[config.mk]
export PLATFORM = sky130hd
export DESIGN_NAME = text_console_line_writer_core
export DESIGN_NICKNAME = d
export VERILOG_FILES = /design/src/sv/tclw_pkg.sv /design/src/sv/text_console_line_writer_core.sv /design/src/sv/tclw_ctrl.sv /design/src/sv/tclw_dpath.sv
export SDC_FILE = /design/constraint.sdc
export NUM_CORES = 2
export LEC_CHECK = 0
export BUFFER_PORTS_ARGS = -buffer_cell sky130_fd_sc_hd__buf_4
export CELL_PAD_IN_SITES_DETAIL_PLACEMENT = 1
export CELL_PAD_IN_SITES_GLOBAL_PLACEMENT = 1
export CORE_ASPECT_RATIO = 0.9
export CORE_MARGIN = 1.5
export CORE_UTILIZATION = 54
export CTS_BUF_LIST = sky130_fd_sc_hd__clkbuf_16
export CTS_CLUSTER_DIAMETER = 50
export DETAILED_ROUTE_END_ITERATION = 8
export GPL_ROUTABILITY_DRIVEN = 0
export GPL_TIMING_DRIVEN = 0
export PLACE_DENSITY_LB_ADDON = 0.1
export SYNTH_ARGS = -nofsm -noshare
export SYNTH_HDL_FRONTEND = slang
export SYNTH_SLANG_ARGS = --single-unit
[constraint.sdc]
create_clock -name clk -period 6.8 [get_ports clk]
set_input_delay 0.68 -clock clk [delete_from_list [all_inputs] [get_ports clk]]
set_output_delay 0.68 -clock clk [all_outputs]
set_load 0.01 [all_outputs]
[src/sv/tclw_pkg.sv]
// Text console line writer: shared package.
// Holds the result kind codes, register indexes, command and status structs.
// No dependencies.
`timescale 1ns / 1ps

package tclw_pkg;

  // Result kinds on the output channel
  localparam logic [1:0] KIND_VIDEO  = 2'd0;
  localparam logic [1:0] KIND_ORIGIN = 2'd1;
  localparam logic [1:0] KIND_CURSOR = 2'd2;

  // Which result the datapath builds on an emit command
  localparam logic [1:0] EMIT_FLUSH  = 2'd0;
  localparam logic [1:0] EMIT_BLANK  = 2'd1;
  localparam logic [1:0] EMIT_ORIGIN = 2'd2;
  localparam logic [1:0] EMIT_CURSOR = 2'd3;

  // Register map (index taken from paddr[2])
  localparam int         PADDR_W       = 3;
  localparam logic       REG_ATTRIBUTE = 1'b0;
  localparam logic       REG_BLANK     = 1'b1;
  localparam logic [7:0]  ATTR_RESET   = 8'd31;
  localparam logic [15:0] BLANK_RESET  = 16'd7936;

  // Input decode
  localparam logic       OP_PUT       = 1'b0;
  localparam logic       OP_FLUSH     = 1'b1;
  localparam logic [7:0] NEWLINE_CODE = 8'd10;

  // Number of cell word ports on a result beat
  localparam int OUT_CELLS = 4;

  // Controller to datapath
  typedef struct packed {
    logic       take;           // capture the input beat
    logic       buf_write;      // store the cell, advance the column
    logic       flush_start;    // begin a flush walk over the line buffer
    logic       blank_start;    // begin a blank walk over the bottom line
    logic       chunk_advance;  // step to the next group of cells
    logic       line_advance;   // next row, scroll when on the bottom row
    logic       emit;           // load the result register
    logic [1:0] emit_sel;
    logic       emit_last;
  } cmd_t;

  // Datapath to controller
  typedef struct packed {
    logic op_flush;
    logic newline;
    logic column_zero;
    logic line_full;
    logic last_row;
    logic chunk_final;
    logic out_free;
  } stat_t;

endpackage

[src/sv/text_console_line_writer_core.sv]
// Text console line writer: top level.
// Joins tclw_ctrl and tclw_dpath; uses tclw_pkg.
`timescale 1ns / 1ps

// Takes one beat per character or flush command and produces the video memory,
// origin register and cursor register writes for a text console; addresses are
// cell offsets from the start of video memory. A printable character is stored
// in the line buffer and then presents its cursor beat. Each group of
// CELLS_PER_RESULT cells written back from the line buffer passes through a line
// buffer read state and then a result beat state. A scroll adds one origin beat
// and (LINE_WIDTH + CELLS_PER_RESULT - 1) / CELLS_PER_RESULT blank beats, one a
// cycle while the result side does not stall. The next item is taken once the
// previous one has issued its last beat; stalls on the result side hold it back.
// No clearing pass is needed after reset.
module text_console_line_writer_core #(
  parameter int LINE_WIDTH       = 80,
  parameter int SCREEN_LINES     = 25,
  parameter int VIDEO_CELLS      = 16384,
  parameter int CELLS_PER_RESULT = 4
) (
  input  logic                         clk,
  input  logic                         rst,
  // configuration port
  input  logic                         psel,
  input  logic                         penable,
  input  logic                         pwrite,
  input  logic [tclw_pkg::PADDR_W-1:0] paddr,
  input  logic [31:0]                  pwdata,
  output logic [31:0]                  prdata,
  output logic                         pready,
  // input channel
  input  logic                         item_valid,
  output logic                         item_stall,
  input  logic                         op,
  input  logic [7:0]                   char_code,
  // result channel
  output logic                         result_valid,
  input  logic                         result_stall,
  output logic [1:0]                   kind,
  output logic [13:0]                  cell_address,
  output logic [15:0]                  cell_zero,
  output logic [15:0]                  cell_one,
  output logic [15:0]                  cell_two,
  output logic [15:0]                  cell_three,
  output logic [2:0]                   cell_count,
  output logic [13:0]                  register_value,
  output logic                         last
);

  tclw_pkg::cmd_t  cmd;
  tclw_pkg::stat_t stat;

  // Sequencer
  tclw_ctrl u_ctrl (
    .clk        (clk),
    .rst        (rst),
    .item_valid (item_valid),
    .item_stall (item_stall),
    .stat       (stat),
    .cmd        (cmd)
  );

  // Buffer, counters and result register
  tclw_dpath #(
    .LINE_WIDTH       (LINE_WIDTH),
    .SCREEN_LINES     (SCREEN_LINES),
    .VIDEO_CELLS      (VIDEO_CELLS),
    .CELLS_PER_RESULT (CELLS_PER_RESULT)
  ) u_dpath (
    .clk            (clk),
    .rst            (rst),
    .cmd            (cmd),
    .stat           (stat),
    .op             (op),
    .char_code      (char_code),
    .psel           (psel),
    .penable        (penable),
    .pwrite         (pwrite),
    .paddr          (paddr),
    .pwdata         (pwdata),
    .prdata         (prdata),
    .pready         (pready),
    .result_valid   (result_valid),
    .result_stall   (result_stall),
    .kind           (kind),
    .cell_address   (cell_address),
    .cell_zero      (cell_zero),
    .cell_one       (cell_one),
    .cell_two       (cell_two),
    .cell_three     (cell_three),
    .cell_count     (cell_count),
    .register_value (register_value),
    .last           (last)
  );

endmodule

[src/sv/tclw_ctrl.sv]
// Text console line writer: controller state machine.
// Sequences one input beat into its result beats; uses tclw_pkg.
`timescale 1ns / 1ps

module tclw_ctrl (
  input  logic           clk,
  input  logic           rst,
  input  logic           item_valid,
  output logic           item_stall,
  input  tclw_pkg::stat_t stat,
  output tclw_pkg::cmd_t  cmd
);

  localparam logic [3:0] S_IDLE     = 4'd0;
  localparam logic [3:0] S_DISPATCH = 4'd1;
  localparam logic [3:0] S_POST     = 4'd2;
  localparam logic [3:0] S_FL_READ  = 4'd3;
  localparam logic [3:0] S_FL_EMIT  = 4'd4;
  localparam logic [3:0] S_ADVANCE  = 4'd5;
  localparam logic [3:0] S_ORIGIN   = 4'd6;
  localparam logic [3:0] S_BLANK    = 4'd7;
  localparam logic [3:0] S_CURSOR   = 4'd8;

  logic [3:0] state;
  logic [3:0] state_next;

  // Take a new beat only when nothing is in progress
  assign item_stall = (state != S_IDLE);

  // Next state and commands
  always_comb begin
    state_next = state;
    cmd        = '0;
    case (state)
      S_IDLE: begin
        if (item_valid) begin
          cmd.take   = 1'b1;
          state_next = S_DISPATCH;
        end
      end
      S_DISPATCH: begin
        if (stat.op_flush || stat.newline) begin
          if (stat.column_zero) begin
            state_next = stat.op_flush ? S_IDLE : S_ADVANCE;
          end else begin
            cmd.flush_start = 1'b1;
            state_next      = S_FL_READ;
          end
        end else begin
          cmd.buf_write = 1'b1;
          state_next    = S_POST;
        end
      end
      S_POST: begin
        if (stat.line_full) begin
          cmd.flush_start = 1'b1;
          state_next      = S_FL_READ;
        end else begin
          state_next = S_CURSOR;
        end
      end
      S_FL_READ: begin
        state_next = S_FL_EMIT;
      end
      S_FL_EMIT: begin
        if (stat.out_free) begin
          cmd.emit      = 1'b1;
          cmd.emit_sel  = tclw_pkg::EMIT_FLUSH;
          cmd.emit_last = stat.chunk_final && stat.op_flush;
          if (stat.chunk_final) begin
            state_next = stat.op_flush ? S_IDLE : S_ADVANCE;
          end else begin
            cmd.chunk_advance = 1'b1;
            state_next        = S_FL_READ;
          end
        end
      end
      S_ADVANCE: begin
        cmd.line_advance = 1'b1;
        if (stat.last_row) begin
          cmd.blank_start = 1'b1;
          state_next      = S_ORIGIN;
        end else begin
          state_next = S_CURSOR;
        end
      end
      S_ORIGIN: begin
        if (stat.out_free) begin
          cmd.emit     = 1'b1;
          cmd.emit_sel = tclw_pkg::EMIT_ORIGIN;
          state_next   = S_BLANK;
        end
      end
      S_BLANK: begin
        if (stat.out_free) begin
          cmd.emit     = 1'b1;
          cmd.emit_sel = tclw_pkg::EMIT_BLANK;
          if (stat.chunk_final) begin
            state_next = S_CURSOR;
          end else begin
            cmd.chunk_advance = 1'b1;
          end
        end
      end
      S_CURSOR: begin
        if (stat.out_free) begin
          cmd.emit      = 1'b1;
          cmd.emit_sel  = tclw_pkg::EMIT_CURSOR;
          cmd.emit_last = 1'b1;
          state_next    = S_IDLE;
        end
      end
      default: begin
        state_next = S_IDLE;
      end
    endcase
  end

  // State register
  always_ff @(posedge clk) begin
    if (rst) begin
      state <= S_IDLE;
    end else begin
      state <= state_next;
    end
  end

`ifndef SYNTHESIS
  // A flush beat always follows a buffer read cycle
  a_flush_after_read: assert property (@(posedge clk) disable iff (rst)
    state == S_FL_EMIT |-> $past(state) == S_FL_READ || $past(state) == S_FL_EMIT)
    else $error("flush beat without a preceding buffer read");

  // Results come only from the emitting states
  a_emit_states: assert property (@(posedge clk) disable iff (rst)
    cmd.emit |-> state == S_FL_EMIT || state == S_ORIGIN || state == S_BLANK ||
                 state == S_CURSOR)
    else $error("emit outside an emitting state");

  // A flush walk ends either the item or moves on to the next row
  a_flush_exit: assert property (@(posedge clk) disable iff (rst)
    state == S_FL_EMIT && cmd.emit && stat.chunk_final && !stat.op_flush
      |=> state == S_ADVANCE)
    else $error("line flush not followed by row advance");
`endif

endmodule

[src/sv/tclw_dpath.sv]
// Text console line writer: datapath.
// Line buffer banks, position counters, address wrap, registers and result register.
// Uses tclw_pkg; driven by tclw_ctrl.
`timescale 1ns / 1ps

module tclw_dpath #(
  parameter int LINE_WIDTH       = 80,
  parameter int SCREEN_LINES     = 25,
  parameter int VIDEO_CELLS      = 16384,
  parameter int CELLS_PER_RESULT = 4
) (
  input  logic                         clk,
  input  logic                         rst,
  input  tclw_pkg::cmd_t               cmd,
  output tclw_pkg::stat_t              stat,
  // input beat
  input  logic                         op,
  input  logic [7:0]                   char_code,
  // configuration port
  input  logic                         psel,
  input  logic                         penable,
  input  logic                         pwrite,
  input  logic [tclw_pkg::PADDR_W-1:0] paddr,
  input  logic [31:0]                  pwdata,
  output logic [31:0]                  prdata,
  output logic                         pready,
  // result beat
  output logic                         result_valid,
  input  logic                         result_stall,
  output logic [1:0]                   kind,
  output logic [13:0]                  cell_address,
  output logic [15:0]                  cell_zero,
  output logic [15:0]                  cell_one,
  output logic [15:0]                  cell_two,
  output logic [15:0]                  cell_three,
  output logic [2:0]                   cell_count,
  output logic [13:0]                  register_value,
  output logic                         last
);

  localparam int CW    = $clog2(LINE_WIDTH + 1);
  localparam int RW    = $clog2(SCREEN_LINES);
  localparam int AW    = $clog2(VIDEO_CELLS);
  localparam int NROWS = (LINE_WIDTH + CELLS_PER_RESULT - 1) / CELLS_PER_RESULT;
  localparam int BW    = (NROWS > 1) ? $clog2(NROWS) : 1;
  localparam int LANEW = (CELLS_PER_RESULT > 1) ? $clog2(CELLS_PER_RESULT) : 1;

  // Add two offsets below the video size, wrapping once
  function automatic logic [AW-1:0] wrap_add(input logic [AW-1:0] a, input logic [AW-1:0] b);
    logic [AW:0] sum;
    sum = {1'b0, a} + {1'b0, b};
    if (sum >= (AW+1)'(VIDEO_CELLS)) begin
      sum = sum - (AW+1)'(VIDEO_CELLS);
    end
    return sum[AW-1:0];
  endfunction

  logic           item_op;
  logic [7:0]     item_char;
  logic [7:0]     attribute;
  logic [15:0]    blank;
  logic [CW-1:0]  column;
  logic [LANEW-1:0] wr_lane;
  logic [BW-1:0]  wr_row;
  logic [RW-1:0]  row;
  logic [AW-1:0]  line_base;
  logic [AW-1:0]  origin;
  logic [CW-1:0]  offset;
  logic [BW-1:0]  rd_row;
  logic           limit_blank;
  logic [15:0]    rdata [CELLS_PER_RESULT];
  logic [15:0]    cell_q [tclw_pkg::OUT_CELLS];
  logic [15:0]    cell_src [tclw_pkg::OUT_CELLS];
  logic [CW-1:0]  limit;
  logic [CW-1:0]  remaining;
  logic [CW-1:0]  n_cells;
  logic           chunk_final;
  logic [CW-1:0]  addend;
  logic [AW-1:0]  addr_sum;
  logic           cfg_write;

  // Configuration registers
  assign cfg_write = psel && penable && pwrite;
  assign pready    = 1'b1;

  always_ff @(posedge clk) begin
    if (rst) begin
      attribute <= tclw_pkg::ATTR_RESET;
      blank     <= tclw_pkg::BLANK_RESET;
    end else if (cfg_write) begin
      case (paddr[2])
        tclw_pkg::REG_ATTRIBUTE: attribute <= pwdata[7:0];
        tclw_pkg::REG_BLANK:     blank     <= pwdata[15:0];
        default: ;
      endcase
    end
  end

  always_comb begin
    case (paddr[2])
      tclw_pkg::REG_ATTRIBUTE: prdata = {24'd0, attribute};
      tclw_pkg::REG_BLANK:     prdata = {16'd0, blank};
      default:                 prdata = '0;
    endcase
  end

  // Hold the accepted beat
  always_ff @(posedge clk) begin
    if (cmd.take) begin
      item_op   <= op;
      item_char <= char_code;
    end
  end

  // Column with its bank lane and bank row
  always_ff @(posedge clk) begin
    if (rst || cmd.line_advance) begin
      column  <= '0;
      wr_lane <= '0;
      wr_row  <= '0;
    end else if (cmd.buf_write) begin
      column <= column + CW'(1);
      if (wr_lane == LANEW'(CELLS_PER_RESULT - 1)) begin
        wr_lane <= '0;
        wr_row  <= wr_row + BW'(1);
      end else begin
        wr_lane <= wr_lane + LANEW'(1);
      end
    end
  end

  // Row, line base and scroll origin
  always_ff @(posedge clk) begin
    if (rst) begin
      row       <= '0;
      line_base <= '0;
      origin    <= '0;
    end else if (cmd.line_advance) begin
      line_base <= wrap_add(line_base, AW'(LINE_WIDTH));
      if (row == RW'(SCREEN_LINES - 1)) begin
        origin <= wrap_add(origin, AW'(LINE_WIDTH));
      end else begin
        row <= row + RW'(1);
      end
    end
  end

  // Walk over a line in groups of cells
  always_ff @(posedge clk) begin
    if (rst) begin
      offset      <= '0;
      rd_row      <= '0;
      limit_blank <= 1'b0;
    end else if (cmd.flush_start || cmd.blank_start) begin
      offset      <= '0;
      rd_row      <= '0;
      limit_blank <= cmd.blank_start;
    end else if (cmd.chunk_advance) begin
      offset <= offset + CW'(CELLS_PER_RESULT);
      rd_row <= rd_row + BW'(1);
    end
  end

  // Line buffer: one bank per lane, read at the walk row
  for (genvar g = 0; g < CELLS_PER_RESULT; g++) begin : g_bank
    logic [15:0] mem [NROWS];

    always_ff @(posedge clk) begin
      if (cmd.buf_write && wr_lane == LANEW'(g)) begin
        mem[wr_row] <= {attribute, item_char};
      end
      rdata[g] <= mem[rd_row];
    end
  end

  // Group size and address
  assign limit       = limit_blank ? CW'(LINE_WIDTH) : column;
  assign remaining   = limit - offset;
  assign chunk_final = (remaining <= CW'(CELLS_PER_RESULT));
  assign n_cells     = chunk_final ? remaining : CW'(CELLS_PER_RESULT);
  assign addend      = (cmd.emit_sel == tclw_pkg::EMIT_CURSOR) ? column : offset;
  assign addr_sum    = wrap_add(line_base, AW'(addend));

  // Cell words, zero past the group size
  for (genvar j = 0; j < tclw_pkg::OUT_CELLS; j++) begin : g_cell
    if (j < CELLS_PER_RESULT) begin : g_used
      assign cell_src[j] = (CW'(j) < n_cells) ? (limit_blank ? blank : rdata[j]) : 16'd0;
    end else begin : g_unused
      assign cell_src[j] = 16'd0;
    end
  end

  // Result register
  always_ff @(posedge clk) begin
    if (rst) begin
      result_valid <= 1'b0;
    end else if (cmd.emit) begin
      result_valid <= 1'b1;
    end else if (!result_stall) begin
      result_valid <= 1'b0;
    end
  end

  always_ff @(posedge clk) begin
    if (cmd.emit) begin
      last <= cmd.emit_last;
      case (cmd.emit_sel)
        tclw_pkg::EMIT_FLUSH, tclw_pkg::EMIT_BLANK: begin
          kind           <= tclw_pkg::KIND_VIDEO;
          cell_address   <= 14'(addr_sum);
          cell_q         <= cell_src;
          cell_count     <= 3'(n_cells);
          register_value <= '0;
        end
        tclw_pkg::EMIT_ORIGIN: begin
          kind           <= tclw_pkg::KIND_ORIGIN;
          cell_address   <= '0;
          cell_q         <= '{default: 16'd0};
          cell_count     <= '0;
          register_value <= 14'(origin);
        end
        default: begin
          kind           <= tclw_pkg::KIND_CURSOR;
          cell_address   <= '0;
          cell_q         <= '{default: 16'd0};
          cell_count     <= '0;
          register_value <= 14'(addr_sum);
        end
      endcase
    end
  end

  assign cell_zero  = cell_q[0];
  assign cell_one   = cell_q[1];
  assign cell_two   = cell_q[2];
  assign cell_three = cell_q[3];

  // Status to the controller
  assign stat.op_flush    = (item_op == tclw_pkg::OP_FLUSH);
  assign stat.newline     = (item_char == tclw_pkg::NEWLINE_CODE);
  assign stat.column_zero = (column == '0);
  assign stat.line_full   = (column == CW'(LINE_WIDTH));
  assign stat.last_row    = (row == RW'(SCREEN_LINES - 1));
  assign stat.chunk_final = chunk_final;
  assign stat.out_free    = !result_valid || !result_stall;

`ifndef SYNTHESIS
  // Never overwrite a result that is still stalled
  a_emit_free: assert property (@(posedge clk) disable iff (rst)
    cmd.emit |-> !result_valid || !result_stall)
    else $error("result register overwritten while stalled");

  // Column never runs past the line, nor row past the bottom row
  a_column_range: assert property (@(posedge clk) disable iff (rst)
    column <= CW'(LINE_WIDTH) && row <= RW'(SCREEN_LINES - 1))
    else $error("column or row out of range");

  // Advancing past the bottom row moves the origin
  a_scroll_moves: assert property (@(posedge clk) disable iff (rst)
    cmd.line_advance && row == RW'(SCREEN_LINES - 1) |=> origin != $past(origin))
    else $error("scroll did not move the origin");
`endif

endmodule
==> results by group <==
Run status
  – Status: completed

Global route
  – Antenna violations before repair: 8
  – Number of global-route vias before repair: roughly 32000
  – Overflow after GRT: 0
  – First-pass GRT wire length: approximately 230000 microns
  – Total track usage: slightly above 30%
  – Largest net degree at the start of global routing: a little over 80

Drt
  – # DRC: 0
  – Final WL: between 150000 and 200000 microns
  – Detail Route Antenna Nets: 0
  – Drt pass-1 iters: 6
  – Wire length per cell: about 34 microns
  – Via count: ~31000
  – Vias per cell: 6.30
  – Initial drt markers: approximately 3600

Setup path
  – Critical setup path kind: reg -> reg
  – Worst reg2reg setup slack: 2.03 ns
  – CP max FO: 10
  – Slowest cell delay on critical path: approximately 0.74 ns
  – Critical path, cell by cell: buf_2, inv_1, clkbuf_1, nand2_1, ha_1, fa_1, xnor2_1, nor3b_1, a31oi_1, or3b_1, clkbuf_1, o21bai_2, buf_2, a21oi_1
  – Critical Path Source Type: register
  – Origin of the critical flop-to-flop path: u_dpath.limit_blank$_SDFFE_PP0P_
  – Worst flop-to-flop path endpoint: u_dpath.cell_zero[14]$_SDFFCE_PN0P_
  – Crit-path slowest cell: clkbuf_1
  – CP Capture Type: register
  – FF-to-FF path depth: 14
  – Crit path DAT: between 5 and 6 ns
  – CP Data Required Time: around 7.2 ns

Yosys
  – Synthesized area per cell: 20.4 sq um
  – Register area share after synthesis: 75.9%
  – Post-synth top area cell: edfxtp_1
  – Synth area leaders: edfxtp_1 (71%), mux4_2 (15%), dfxtp_1 (5.0%), mux2_2 (1.4%), nand2_1 (1.2%)
  – Synth top area share: 70.8%
  – Ys async rst share: 0%
  – Cell variety after synth: 59
  – Post-Synthesis Cells: approximately 2900
  – Ys Warns: 0
  – Seq cells post-synth: around 1500
  – Synthesized area: 0.0588 sq mm
  – EDFF count, synth: approximately 1400
  – Ys flop type: edfxtp_1

Pwr
  – Worst VDD drop: roughly 0.00027 V
  – Internal power component: between 15 and 20 mW
  – Part of the power in combinational logic: around 3.6%
  – Static Leak: 21.7 nW
  – Power share of the sequential group: a little over half
  – Pwr dens: about 290 mW/mm^2
  – Clock power share: 43.1%
  – Sw Pwr: between 4 and 5 mW
  – Sw Ratio: around a fifth

Cells and area
  – Synthesis-to-layout area growth: 17.5%
  – Fin nets: around 3400
  – Post-route core utilization: around 64%
  – Design Area, Final: 0.0691 sq mm
  – Share of cells above drive strength 1: roughly 32%
  – Fillers: 8823

Clocking
  – Htree depth: 4
  – Setup Fix Bufs, Post-CTS: 0
  – CTS tree: built
  – Num Clock Sinks: ~1500
  – CTS Buf Count: between 150 and 200
  – Max Buffers Root-to-Sink: 3
  – Clock Latency Late Sink: 0.78 ns
  – Clock transition at path regs: approximately 0.06 ns
  – Root buf cell: clkbuf_16
  – CTS Hold Bufs: 0
  – Post_cts resized: 0

Floorplan
  – Initial Util: between 50% and 60%
  – Core area: roughly 0.11 sq mm
  – Placement Rows: about 110
  – Die height: 316 microns
  – Top-Level Pins: 184
  – Die W: 351 microns
  – Die ar.: 0.111 sq mm

STA
  – Final Hold Fails: 0
  – Max Fclk: approximately 210 MHz
  – Relative slew slack: between 4 and 5%
  – Fin crit share: a little over two thirds
  – Min Clock Period, post-route: between 4 and 5 ns
  – Unrepaired setup endpoints after global routing: false
  – Max Slew Vio Count: 0
  – Setup ws final: 2.03 ns
  – Actual slew at the worst max-slew pin: about 1.4 ns
  – Worst hold slack: 0.0841 ns
  – Worst Skew: approximately 0.023 ns
  – Endpoints failing setup: 0

Min path
  – Hold_sp: char_code[0]
  – Hold endpoint: u_dpath.item_char[0]$_DFFE_PP_
  – Worst hold path class: in -> reg
  – Hold path depth: 1

Place
  – Placed cell area: about 0.064 sq mm
  – IO Port Bufs: between 100 and 150
  – Pre-CTS WS: just over 2 ns
  – Post-detail-place hpwl: between 100000 and 150000 microns

Job
  – Max-cap violations: 0
placed cells by master (no fill, tap or decap), types with 7 or more instances in the layout:
| cell type | count |
|---|---|
| clkbuf_1 | 82 |
| nor2b_1 | 14 |
| mux2i_1 | 8 |
| buf_1 | 11 |
| dfxtp_1 | 140 |
| inv_6 | 13 |
| ha_1 | 23 |
| nor3_1 | 7 |
| edfxtp_1 | 1387 |
| mux4_2 | 380 |
| nand4_1 | 10 |
| conb_1 | 19 |
| clkbuf_16 | 165 |
| buf_16 | 36 |
| buf_2 | 23 |
| o21ai_0 | 27 |
| dfxtp_4 | 7 |
| bufinv_16 | 12 |
| nand3_1 | 19 |
| mux2_2 | 72 |
| a21oi_1 | 110 |
| clkinv_2 | 32 |
| buf_8 | 60 |
| and2_1 | 13 |
| xor2_1 | 22 |
| nor2_1 | 77 |
| inv_1 | 44 |
| nor2_2 | 80 |
| buf_6 | 26 |
| xnor2_1 | 16 |
| or3_1 | 16 |
| clkinvlp_4 | 7 |
| clkinv_1 | 31 |
| buf_4 | 166 |
| nand2_1 | 192 |
layer usage:
metal	GRT usage, %	vias up	part of all wire, %
met3	6.89	319	8.8
met2	48.5	1580	48
met4	10.8	16	3.4
met5	0	-	0.067
met1	42.0	16400	39
li1	-	12500	-
Yosys cell counts (7+ instances only):
master / number
xnor2_1: 16
buf_4: 19
or3_1: 16
dfxtp_1: 148
buf_6: 26
clkbuf_1: 82
o21ai_0: 27
nand2_1: 192
and2_1: 13
nor2_1: 158
buf_2: 23
edfxtp_1: 1387
a21oi_1: 110
mux2_2: 72
inv_1: 25
mux4_2: 380
nor3_1: 7
nand4_1: 10
xor2_1: 22
nor2b_1: 14
buf_1: 11
nand3_1: 19
ha_1: 23
mux2i_1: 8
per-stage QoR:
stage	total power, mW	cells	TNS, ns
after floorplan	11.0	2894	0
after global placement	11.3	4491	-104.36
after detailed placement	11.4	4592	0
after CTS	19.9	4877	0
after global routing	20.2	4877	0
final	19.8	4881	0
worst max-delay path by stage:
| stage | from | to | cells past startpoint |
|---|---|---|---|
| finish | u_dpath.limit_blank$_SDFFE_PP0P_ | u_dpath.cell_zero[14]$_SDFFCE_PN0P_ | 14 |
| global route | u_dpath.limit_blank$_SDFFE_PP0P_ | u_dpath.cell_zero[11]$_SDFFCE_PN0P_ | 14 |
| CTS | u_dpath.limit_blank$_SDFFE_PP0P_ | u_dpath.cell_zero[11]$_SDFFCE_PN0P_ | 14 |
| detailed placement | u_dpath.limit_blank$_SDFFE_PP0P_ | u_dpath.cell_zero[14]$_SDFFCE_PN0P_ | 14 |
| global placement | result_stall | u_dpath.cell_two[6]$_SDFFCE_PN0P_ | 4 |
| floorplan | result_stall | u_dpath.cell_address[0]$_SDFFCE_PN0P_ | 3 |
area by class of cell:
| type | count | area [sq um] | share of cell area [%] |
|---|---|---|---|
| inverter | 26 | 97.6 | 0.141 |
| buffer | 162 | 920 | 1.33 |
| tap | 1450 | 1810 | 2.63 |
| sequential | 1535 | 44600 | 64.6 |
| clock inverter | 120 | 942 | 1.36 |
| multi-input combinational | 1171 | 13400 | 19.4 |
| clock buffer | 165 | 4130 | 5.98 |
| timing repair buffer | 248 | 3100 | 4.48 |
| antenna | 4 | 10.0 | 0.0145 |
state kept, by name (all words and copies together) (netlist names), 14 cells and up, named ones only:
| name | cells |
|---|---|
| u_dpath.g_bank.mem | 1280 |
| u_dpath.rdata | 64 |
| u_dpath.blank | 16 |
| u_dpath.cell_one | 16 |
| u_dpath.cell_three | 16 |
| u_dpath.cell_two | 16 |
| u_dpath.cell_zero | 16 |
| u_dpath.cell_address | 14 |
| u_dpath.register_value | 14 |
kinds of logic after synthesis:
group           after synthesis  synth area share, %
fa+ha+maj                    25                0.558
mux                         464                 16.3
xor+xnor                     38                0.566
compound gates              169                 1.63
buf+inv                     188                 1.73
simple gates                456                 3.37
other cells                   2               0.0128
flops                      1535                 75.9
power by group through the flow:
| stage | combinational [mW] | clock [mW] | sequential (mW) |
|---|---|---|---|
| detailed placement | 0.713 | 0 | 10.7 |
| global placement | 0.370 | 0 | 10.9 |
| floorplan | 0.208 | 0 | 10.8 |
| CTS | 0.717 | 8.62 | 10.5 |
| global route | 0.758 | 8.91 | 10.5 |
| finish | 0.719 | 8.52 | 10.5 |
critical path, delay by kind of cell, from the launching register on:
kind / cells / cell delay [ns]
AO/OA/AOI/OAI: 3 / 0.96
XOR/XNOR: 1 / 0.17
adder cells (fa/ha/maj): 2 / 0.70
buffers and inverters: 5 / 1.61
flip-flops: 1 / 0.30
AND/OR/NAND/NOR: 3 / 0.68
Note: power is estimated with default switching activity, not from simulation.
